<file path="config.mk">
export PLATFORM = sky130hd
export DESIGN_NAME = dual_quadrature_encoder_counter_top
export DESIGN_NICKNAME = d
export VERILOG_FILES = /design/src/hdl/dqe_pkg.sv /design/src/hdl/dqe_channel.sv /design/src/hdl/dual_quadrature_encoder_counter_top.sv
export SDC_FILE = /design/constraint.sdc
export NUM_CORES = 1
export LEC_CHECK = 0
export ABC_CLOCK_PERIOD_IN_PS = 21500
export BUFFER_PORTS_ARGS = -buffer_cell sky130_fd_sc_hd__buf_2
export CAP_MARGIN = 15
export CORE_AREA = 4 4 257 259
export DETAILED_ROUTE_END_ITERATION = 16
export DIE_AREA = 0 0 261 263
export HOLD_SLACK_MARGIN = 0.02
export PLACE_DENSITY_LB_ADDON = 0.05
export SETUP_SLACK_MARGIN = 0.05
export SLEW_MARGIN = 40
export SYNTH_ARGS = -nofsm -noshare
export SYNTH_HDL_FRONTEND = slang
export SYNTH_SLANG_ARGS = --single-unit
</file>
<file path="constraint.sdc">
create_clock -name clk_i -period 21.5 [get_ports clk_i]
set_clock_uncertainty 0.2 [all_clocks]
set_input_delay 3.225 -clock clk_i [delete_from_list [all_inputs] [get_ports clk_i]]
set_output_delay 3.225 -clock clk_i [all_outputs]
set_load 0.005 [all_outputs]
</file>
<file path="src/hdl/dqe_pkg.sv">
// ----------------------------------------------------------------------------
// Dual quadrature encoder counter package
// Shared widths, action codes, register indexes and the result record.
// ----------------------------------------------------------------------------
package dqe_pkg;

  localparam int DQE_WINDOW_BITS = 16;
  localparam int DQE_SPEED_W     = 20;
  localparam int DQE_TOTAL_W     = 32;
  localparam int DQE_GAIN_W      = 4;
  localparam int DQE_CFG_IDX_W   = 1;
  localparam int DQE_CFG_DATA_W  = 4;

  localparam int DQE_SPEED_MAX = 524287;
  localparam int DQE_SPEED_MIN = -524288;

  localparam logic [DQE_GAIN_W-1:0] DQE_GAIN_RESET   = 4'd4;
  localparam logic                  DQE_INVERT_RESET = 1'b1;

  typedef enum logic [1:0] {
    ACT_EDGE  = 2'd0,
    ACT_TICK  = 2'd1,
    ACT_CLEAR = 2'd2,
    ACT_NONE  = 2'd3
  } dqe_action_e;

  typedef enum logic [DQE_CFG_IDX_W-1:0] {
    REG_SPEED_GAIN   = 1'b0,
    REG_RIGHT_INVERT = 1'b1
  } dqe_reg_e;

  typedef struct packed {
    logic signed [DQE_SPEED_W-1:0] left_speed;
    logic signed [DQE_SPEED_W-1:0] right_speed;
    logic signed [DQE_TOTAL_W-1:0] left_total;
    logic signed [DQE_TOTAL_W-1:0] right_total;
  } dqe_result_t;

endpackage

</file>
<file path="src/hdl/dqe_channel.sv">
// ----------------------------------------------------------------------------
// Encoder channel
// Window counter, saturating total and latched speed for one encoder.
// ----------------------------------------------------------------------------
module dqe_channel #(
  parameter int WindowBits = dqe_pkg::DQE_WINDOW_BITS
) (
  input  logic                                     clk_i,
  input  logic                                     rst_ni,
  input  logic                                     step_i,
  input  dqe_pkg::dqe_action_e                     action_i,
  input  logic                                     edge_a_i,
  input  logic                                     edge_b_i,
  input  logic                                     level_a_i,
  input  logic                                     level_b_i,
  input  logic [dqe_pkg::DQE_GAIN_W-1:0]           gain_i,
  input  logic                                     invert_i,
  output logic signed [dqe_pkg::DQE_SPEED_W-1:0]   speed_o,
  output logic signed [dqe_pkg::DQE_TOTAL_W-1:0]   total_o
);
  import dqe_pkg::*;

  localparam int ProdW = (WindowBits + 6 > DQE_SPEED_W + 1) ? WindowBits + 6 : DQE_SPEED_W + 1;

  localparam logic signed [WindowBits:0] WinMax = {2'b00, {(WindowBits-1){1'b1}}};
  localparam logic signed [WindowBits:0] WinMin = {2'b11, {(WindowBits-1){1'b0}}};
  localparam logic signed [DQE_TOTAL_W:0] TotMax = 33'sd2147483647;
  localparam logic signed [DQE_TOTAL_W:0] TotMin = -33'sd2147483647;
  localparam logic signed [ProdW-1:0] SpdMax = ProdW'(DQE_SPEED_MAX);
  localparam logic signed [ProdW-1:0] SpdMin = ProdW'(DQE_SPEED_MIN);

  logic signed [WindowBits-1:0]  window_q, window_d;
  logic signed [DQE_TOTAL_W-1:0] total_q, total_d;
  logic signed [DQE_SPEED_W-1:0] speed_q, speed_d;

  logic signed [2:0]             delta;
  logic signed [WindowBits:0]    win_sum;
  logic signed [DQE_TOTAL_W:0]   tot_sum;
  logic signed [WindowBits:0]    win_sel;
  logic signed [ProdW-1:0]       prod;

  // An A edge counts with B's level, a B edge against A's level.
  always_comb begin
    delta = 3'sd0;
    if (edge_a_i) delta = level_b_i ? 3'sd1 : -3'sd1;
    if (edge_b_i) delta = delta + (level_a_i ? -3'sd1 : 3'sd1);
  end

  assign win_sum = (WindowBits+1)'(window_q) + (WindowBits+1)'(delta);
  assign tot_sum = (DQE_TOTAL_W+1)'(total_q) + (DQE_TOTAL_W+1)'(delta);
  assign win_sel = invert_i ? -((WindowBits+1)'(window_q)) : (WindowBits+1)'(window_q);
  assign prod    = ProdW'(win_sel) * ProdW'($signed({1'b0, gain_i}));

  always_comb begin
    window_d = window_q;
    total_d  = total_q;
    speed_d  = speed_q;
    case (action_i)
      ACT_EDGE: begin
        if (win_sum > WinMax)      window_d = WinMax[WindowBits-1:0];
        else if (win_sum < WinMin) window_d = WinMin[WindowBits-1:0];
        else                       window_d = win_sum[WindowBits-1:0];
        if (tot_sum > TotMax)      total_d = TotMax[DQE_TOTAL_W-1:0];
        else if (tot_sum < TotMin) total_d = TotMin[DQE_TOTAL_W-1:0];
        else                       total_d = tot_sum[DQE_TOTAL_W-1:0];
      end
      ACT_TICK: begin
        if (prod > SpdMax)      speed_d = SpdMax[DQE_SPEED_W-1:0];
        else if (prod < SpdMin) speed_d = SpdMin[DQE_SPEED_W-1:0];
        else                    speed_d = prod[DQE_SPEED_W-1:0];
        window_d = '0;
      end
      ACT_CLEAR: begin
        window_d = '0;
        total_d  = '0;
        speed_d  = '0;
      end
      default: ;
    endcase
  end

  always_ff @(posedge clk_i or negedge rst_ni) begin
    if (!rst_ni) begin
      window_q <= '0;
      total_q  <= '0;
      speed_q  <= '0;
    end else if (step_i) begin
      window_q <= window_d;
      total_q  <= total_d;
      speed_q  <= speed_d;
    end
  end

  // The result reflects the state after this transaction.
  assign speed_o = speed_d;
  assign total_o = total_d;

endmodule

</file>
<file path="src/hdl/dual_quadrature_encoder_counter_top.sv">
// ----------------------------------------------------------------------------
// Dual quadrature encoder counter, top level
// Left and right encoder counters with configuration and a buffered result.
// ----------------------------------------------------------------------------
// Each input transaction (edge event, period tick, distance reset or no action) updates
// both channels in the cycle it is accepted and yields exactly one result,
// in the next cycle at the earliest. A transaction can be taken every cycle:
// the state update is a single add-and-saturate or a narrow multiply by the
// gain, and a two-entry output buffer (result register plus skid register)
// keeps input ready high while one result waits. Input ready drops only when
// both entries are full. abs_total_sum is formed from the result register.
module dual_quadrature_encoder_counter_top #(
  parameter int WindowBits = dqe_pkg::DQE_WINDOW_BITS
) (
  input  logic                                   clk_i,
  input  logic                                   rst_ni,
  input  logic                                   cfg_valid_i,
  output logic                                   cfg_ready_o,
  input  logic [dqe_pkg::DQE_CFG_IDX_W-1:0]      cfg_index_i,
  input  logic [dqe_pkg::DQE_CFG_DATA_W-1:0]     cfg_data_i,
  input  logic                                   in_valid_i,
  output logic                                   in_ready_o,
  input  logic [1:0]                             action_i,
  input  logic                                   edge_left_a_i,
  input  logic                                   edge_left_b_i,
  input  logic                                   edge_right_a_i,
  input  logic                                   edge_right_b_i,
  input  logic                                   level_left_a_i,
  input  logic                                   level_left_b_i,
  input  logic                                   level_right_a_i,
  input  logic                                   level_right_b_i,
  output logic                                   out_valid_o,
  input  logic                                   out_ready_i,
  output logic signed [dqe_pkg::DQE_SPEED_W-1:0] left_speed_o,
  output logic signed [dqe_pkg::DQE_SPEED_W-1:0] right_speed_o,
  output logic signed [dqe_pkg::DQE_TOTAL_W-1:0] left_total_o,
  output logic signed [dqe_pkg::DQE_TOTAL_W-1:0] right_total_o,
  output logic [dqe_pkg::DQE_TOTAL_W-1:0]        abs_total_sum_o
);
  import dqe_pkg::*;

  logic [DQE_GAIN_W-1:0] gain_q;
  logic                  invert_q;
  logic                  in_accept;
  logic                  out_pop;
  dqe_action_e           action;
  dqe_result_t           result;
  dqe_result_t           head_q, skid_q;
  logic                  head_valid_q, skid_valid_q;
  logic [DQE_TOTAL_W-1:0] abs_left, abs_right;

  assign cfg_ready_o = 1'b1;

  always_ff @(posedge clk_i or negedge rst_ni) begin
    if (!rst_ni) begin
      gain_q   <= DQE_GAIN_RESET;
      invert_q <= DQE_INVERT_RESET;
    end else if (cfg_valid_i) begin
      unique case (dqe_reg_e'(cfg_index_i))
        REG_SPEED_GAIN:   gain_q   <= cfg_data_i[DQE_GAIN_W-1:0];
        REG_RIGHT_INVERT: invert_q <= cfg_data_i[0];
        default: ;
      endcase
    end
  end

  assign in_ready_o = !skid_valid_q;
  assign in_accept  = in_valid_i && in_ready_o;
  assign out_pop    = head_valid_q && out_ready_i;
  assign action     = dqe_action_e'(action_i);

  dqe_channel #(.WindowBits(WindowBits)) u_left (
    .clk_i     (clk_i),
    .rst_ni    (rst_ni),
    .step_i    (in_accept),
    .action_i  (action),
    .edge_a_i  (edge_left_a_i),
    .edge_b_i  (edge_left_b_i),
    .level_a_i (level_left_a_i),
    .level_b_i (level_left_b_i),
    .gain_i    (gain_q),
    .invert_i  (1'b0),
    .speed_o   (result.left_speed),
    .total_o   (result.left_total)
  );

  dqe_channel #(.WindowBits(WindowBits)) u_right (
    .clk_i     (clk_i),
    .rst_ni    (rst_ni),
    .step_i    (in_accept),
    .action_i  (action),
    .edge_a_i  (edge_right_a_i),
    .edge_b_i  (edge_right_b_i),
    .level_a_i (level_right_a_i),
    .level_b_i (level_right_b_i),
    .gain_i    (gain_q),
    .invert_i  (invert_q),
    .speed_o   (result.right_speed),
    .total_o   (result.right_total)
  );

  always_ff @(posedge clk_i or negedge rst_ni) begin
    if (!rst_ni) begin
      head_valid_q <= 1'b0;
      skid_valid_q <= 1'b0;
    end else begin
      if (skid_valid_q) begin
        if (out_pop) skid_valid_q <= 1'b0;
      end else if (in_accept && head_valid_q && !out_pop) begin
        skid_valid_q <= 1'b1;
      end
      head_valid_q <= in_accept || skid_valid_q || (head_valid_q && !out_pop);
    end
  end

  // The skid entry is always older than any new transaction.
  always_ff @(posedge clk_i) begin
    if (skid_valid_q) begin
      if (out_pop) head_q <= skid_q;
    end else if (in_accept) begin
      if (!head_valid_q || out_pop) head_q <= result;
      else                          skid_q <= result;
    end
  end

  assign abs_left  = head_q.left_total[DQE_TOTAL_W-1]  ? -head_q.left_total  : head_q.left_total;
  assign abs_right = head_q.right_total[DQE_TOTAL_W-1] ? -head_q.right_total : head_q.right_total;

  assign out_valid_o     = head_valid_q;
  assign left_speed_o    = head_q.left_speed;
  assign right_speed_o   = head_q.right_speed;
  assign left_total_o    = head_q.left_total;
  assign right_total_o   = head_q.right_total;
  assign abs_total_sum_o = abs_left + abs_right;

endmodule

</file>
==> summary.md <==
| Metric | Value |
|---|---|
| Power spent charging and discharging nets | `2.442 mW` |
| Most common library cell in the layout ignoring fill and taps | `sky130_fd_sc_hd__nand2_1` |
| Critical path arrival | `roughly 6.3 ns` |
| Global-route wire length before repair | `125,500 um` |
| Slew at the pin with the worst max-slew slack | `0.8565 ns` |
| Count of antenna diodes in the layout | `0` |
| Initial antenna violation count | `0` |
| Aggregate global-route resource usage | `between 20% and 30%` |
| Leak pwr | `14.07 nW` |
| Routed length per placed instance | `a little over 20 um` |
| IO Port Bufs | `157` |
| Final number of setup-violating endpoints | `0` |
| Post-CTS Setup Repair Bufs | `0` |
| Synthesis-to-finish area growth | `10.89%` |
| Cell area after placement | `0.03010 mm^2` |
| Total count of max-transition violations in the final report | `0` |
| Total number of clock tree sinks | `351` |
| Int Power | `2.792 mW` |
| Library cells used by synthesis | `96` |
| Type of origin of the critical path | `flip-flop` |
| Synthesized area | `0.02843 mm^2` |
| Setup repair after global routing missed its margin | `no` |
| Clock transition time at the flip-flop clock pins of the worst setup and hold paths | `0.06 ns` |
| CP peak stage delay | `0.59 ns` |
| Number of maximum-capacitance constraint violations | `0` |
| Net switching fraction of the power | `a little under half` |
| Antenna-violating nets left | `0` |
| GPL Wtd Cong | `between 0.9 and 1` |
| DP HPWL | `between 60,000 and 70,000 um` |
| Slowest cell on crit path | `sky130_fd_sc_hd__or4_1` |
| Hold WC Path Type | `reg2reg` |
| Post-layout net count | `3,419` |
| Share of synthesized registers carrying an async set or reset | `40.74%` |
| Non-Filler Instances | `3,996` |
| Critical-path maximum fanout | `4` |
| Setup Total Neg Slack | `0 ns` |
| Global route total overflow | `0` |
| Initial Util | `44.51%` |
| CTS tree | `yes` |
| Fraction of power consumed by combinational cells | `a little under two thirds` |
| Syn Inst Count | `roughly 3,000` |
| Number of instances in the placed design | `3,917` |
| Share of final-layout standard cells stronger than drive strength 1 | `between 10% and 20%` |
| Via count normalized by instance count | `5.807` |
| Required @ worst endpoint | `18.07 ns` |
| Post-route DRC | `0` |
| Cell at the root of the clock tree | `sky130_fd_sc_hd__clkbuf_16` |
| CORE AREA | `0.06388 mm^2` |
| Endpoint class of the critical path | `primary output` |
| Number of top-level design ports | `159` |
| Worst path cell trace | `nor4_1 > nand2b_1 > or3_1 > or4_1 > or4_1 > o31ai_1 > xnor2_1 > ha_1 > and3_1 > nand2_1 > or4_1 > o211ai_1 > a211oi_1 > nor3_1 > and2_1 > o21ai_0 > a221oi_1 > buf_2` |
| WL met1 | `37,670 um` |
| TritonCTS buffer count | `42` |
| Fmax | `103.3 MHz` |
| Seq/Total Area, Yosys | `~35%` |
| Number of synthesized flops with an enable pin | `208` |
| Number of global-route vias before repair | `22,373` |
| Register cell area after layout | `0.009828 mm^2` |
| Die outline area | `0.06864 mm^2` |
| Buffers from clock root to sink, at most | `3` |
| CTS Hold Bufs | `0` |
| Headroom to the max-slew limit | `between 40% and 50%` |
| Final Cycle Share | `45.03%` |
| Total number of H-tree levels | `2` |
| Minimum period implied by the final worst setup slack | `9.682 ns` |
| Number of hold violations in the final report | `0` |
| Area used by multi-input combinational logic | `around 0.017 mm^2` |
| Number of DRC markers after the initial detailed-route iteration | `1,627` |
| Via Count | `23,203` |
| Clock insertion delay at the later pin of the skew report | `0.56 ns` |
| Most repeated library cell on the critical path | `sky130_fd_sc_hd__or4_1` |
| Cell Rows | `just over 90` |
| Met3 WL | `between 3000 and 4000 um` |
| Share of the core filled with cells | `49.35%` |
| Top Layer Used | `met4` |
| Top library cells by usage in the layout, fill and taps aside | `sky130_fd_sc_hd__nand2_1 (270), sky130_fd_sc_hd__inv_1 (220), sky130_fd_sc_hd__ha_1 (216)` |
| Chip Height | `263 um` |
| Category of the critical setup timing path | `reg2out` |
| Post-Syn Nets | `~3,300` |
| Area of all placed cells without fillers | `0.03153 mm^2` |
| Syn avg cell area | `9.484 um^2` |
| Total of fill cells in the finished design | `~6,000` |
| Result of the run | `finished, final reports clean` |
| Number of warnings printed during yosys synthesis | `0` |
| DR WL met2 | `37,660 um` |
| Reg power frac | `22.6%` |
| Post_cts resized | `0` |
| Final worst hold slack | `0.2792 ns` |
| Router iterations before antenna repair | `5` |
| Maximum resistive drop on vdd | `86.49 uV` |
| Pin count of the biggest net entering global routing | `94` |
| Total Routed Length | `around 80,000 um` |
| Die X | `261 um` |
| Leading register cell type out of synthesis | `sky130_fd_sc_hd__edfxtp_1` |
| Pwr/cell area | `166.0 mW/mm^2` |
| Seq cells post-synth | `around 350` |
| Share of total power in the clock network | `roughly 14%` |
[metal layers]
| metal | global-route usage [%] | up-vias |
|---|---|---|
| li1 | - | 11132 |
| met3 | 2.665 | 92 |
| met1 | 32.02 | 11462 |
| met5 | 0 | - |
| met2 | 37.68 | 517 |
| met4 | 5.411 | 0 |
[state kept, by name, summed over array words and instances (netlist names), 16 cells and up]
name and flops:
skid_q 104, left_total_o 32, right_total_o 32, u_left.total_q 32, u_right.total_q 32, left_speed_o 20
right_speed_o 20, u_left.speed_q 20, u_right.speed_q 20, u_left.window_q 16, u_right.window_q 16
[path summary, 6_finish.rpt]
| path | to | depth (start not counted) | from | slack (ns) |
|---|---|---|---|---|
| max | abs_total_sum_o[29] | 18 | left_total_o[5] | 11.82 |
| min reg2reg | u_left.speed_q[19] | 2 | u_left.speed_q[19] | 0.28 |
| min | u_left.speed_q[19] | 2 | u_left.speed_q[19] | 0.28 |
| max reg2reg | right_speed_o[16] | 25 | u_right.window_q[1] | 13.50 |
| max in group asynchronous | u_right.total_q[26] | 2 | rst_ni | 17.54 |
| min in group asynchronous | u_right.speed_q[11] | 1 | rst_ni | 2.35 |
[cell families (layout without fill, tap and decap cells)]
kind of cell    Yosys count  after routing  synth area share (%)
simple gates            867            867                 15.31
compound gates          835            835                 20.21
flops                   351            351                 34.56
buf+inv                 346            489                 4.748
fa+ha+maj               293            293                 14.86
xor+xnor                200            200                 6.161
mux                     105            105                 4.141
other cells               1              1               0.01319
[power groups by stage]
| stage | logic (mW) | clock network (mW) | registers [mW] |
|---|---|---|---|
| finish | 3.33 | 0.720 | 1.18 |
| global route | 3.72 | 0.769 | 1.21 |
| CTS | 3.34 | 0.741 | 1.18 |
| detailed placement | 3.32 | 0 | 1.19 |
| global placement | 3.28 | 0 | 1.19 |
| floorplan | 2.44 | 0 | 1.12 |
[cell usage after synthesis (all sizes together) (9+ instances only)]
master | n | area [um^2]
nand2 | 272 | 1021
inv | 221 | 829.6
ha | 216 | 2703
edfxtp | 208 | 6246
a21oi | 177 | 900.9
o21ai | 176 | 884.6
nor2 | 164 | 615.6
xnor2 | 148 | 1296
dfrtp | 141 | 3528
clkbuf | 102 | 382.9
mux2 | 101 | 1137
o31ai | 81 | 608.1
and2 | 77 | 481.7
fa | 75 | 1501
a21o | 74 | 555.5
nor2b | 71 | 444.2
a22o | 68 | 595.6
xor2 | 52 | 455.4
nand2b | 46 | 287.8
nor3 | 46 | 230.2
and3 | 40 | 250.2
a221o | 39 | 390.4
nand3 | 35 | 185.2
o21a | 35 | 262.8
a31oi | 23 | 143.9
a211oi | 22 | 170.2
buf | 22 | 133.9
or2 | 21 | 131.4
or3 | 21 | 131.4
or4 | 18 | 138.9
nand4 | 17 | 106.4
o211ai | 16 | 120.1
o41ai | 12 | 105.1
a211o | 10 | 87.58
o2111ai | 10 | 87.58
nor4 | 9 | 71.32
o21bai | 9 | 67.56
[final cells by class]
cell class / count / area share [%]
clock buffers: 51 / 3.603
clock inverters: 26 / 0.8135
inverters: 222 / 2.651
multi-input cells: 2301 / 54.91
flip-flops and latches: 351 / 31.17
well taps: 855 / 3.393
repair buffers: 190 / 3.457
[through the flow]
stage	total power [mW]	setup WS, ns
2_1_floorplan	3.561	12.23
3_3_place_gp	4.466	12.40
3_5_place_dp	4.512	12.31
4_1_cts	5.264	11.81
5_1_grt	5.697	11.37
6_report	5.234	11.82
[worst max-delay path: cells and delay by family (launching register included)]
family | cells | cell delay [ns]
fa+ha+maj | 1 | 0.37
flops | 1 | 0.45
compound gates | 5 | 1.13
simple gates | 10 | 3.41
buf+inv | 1 | 0.20
xor+xnor | 1 | 0.14
No activity file was read; power rests on OpenSTA's default activity.
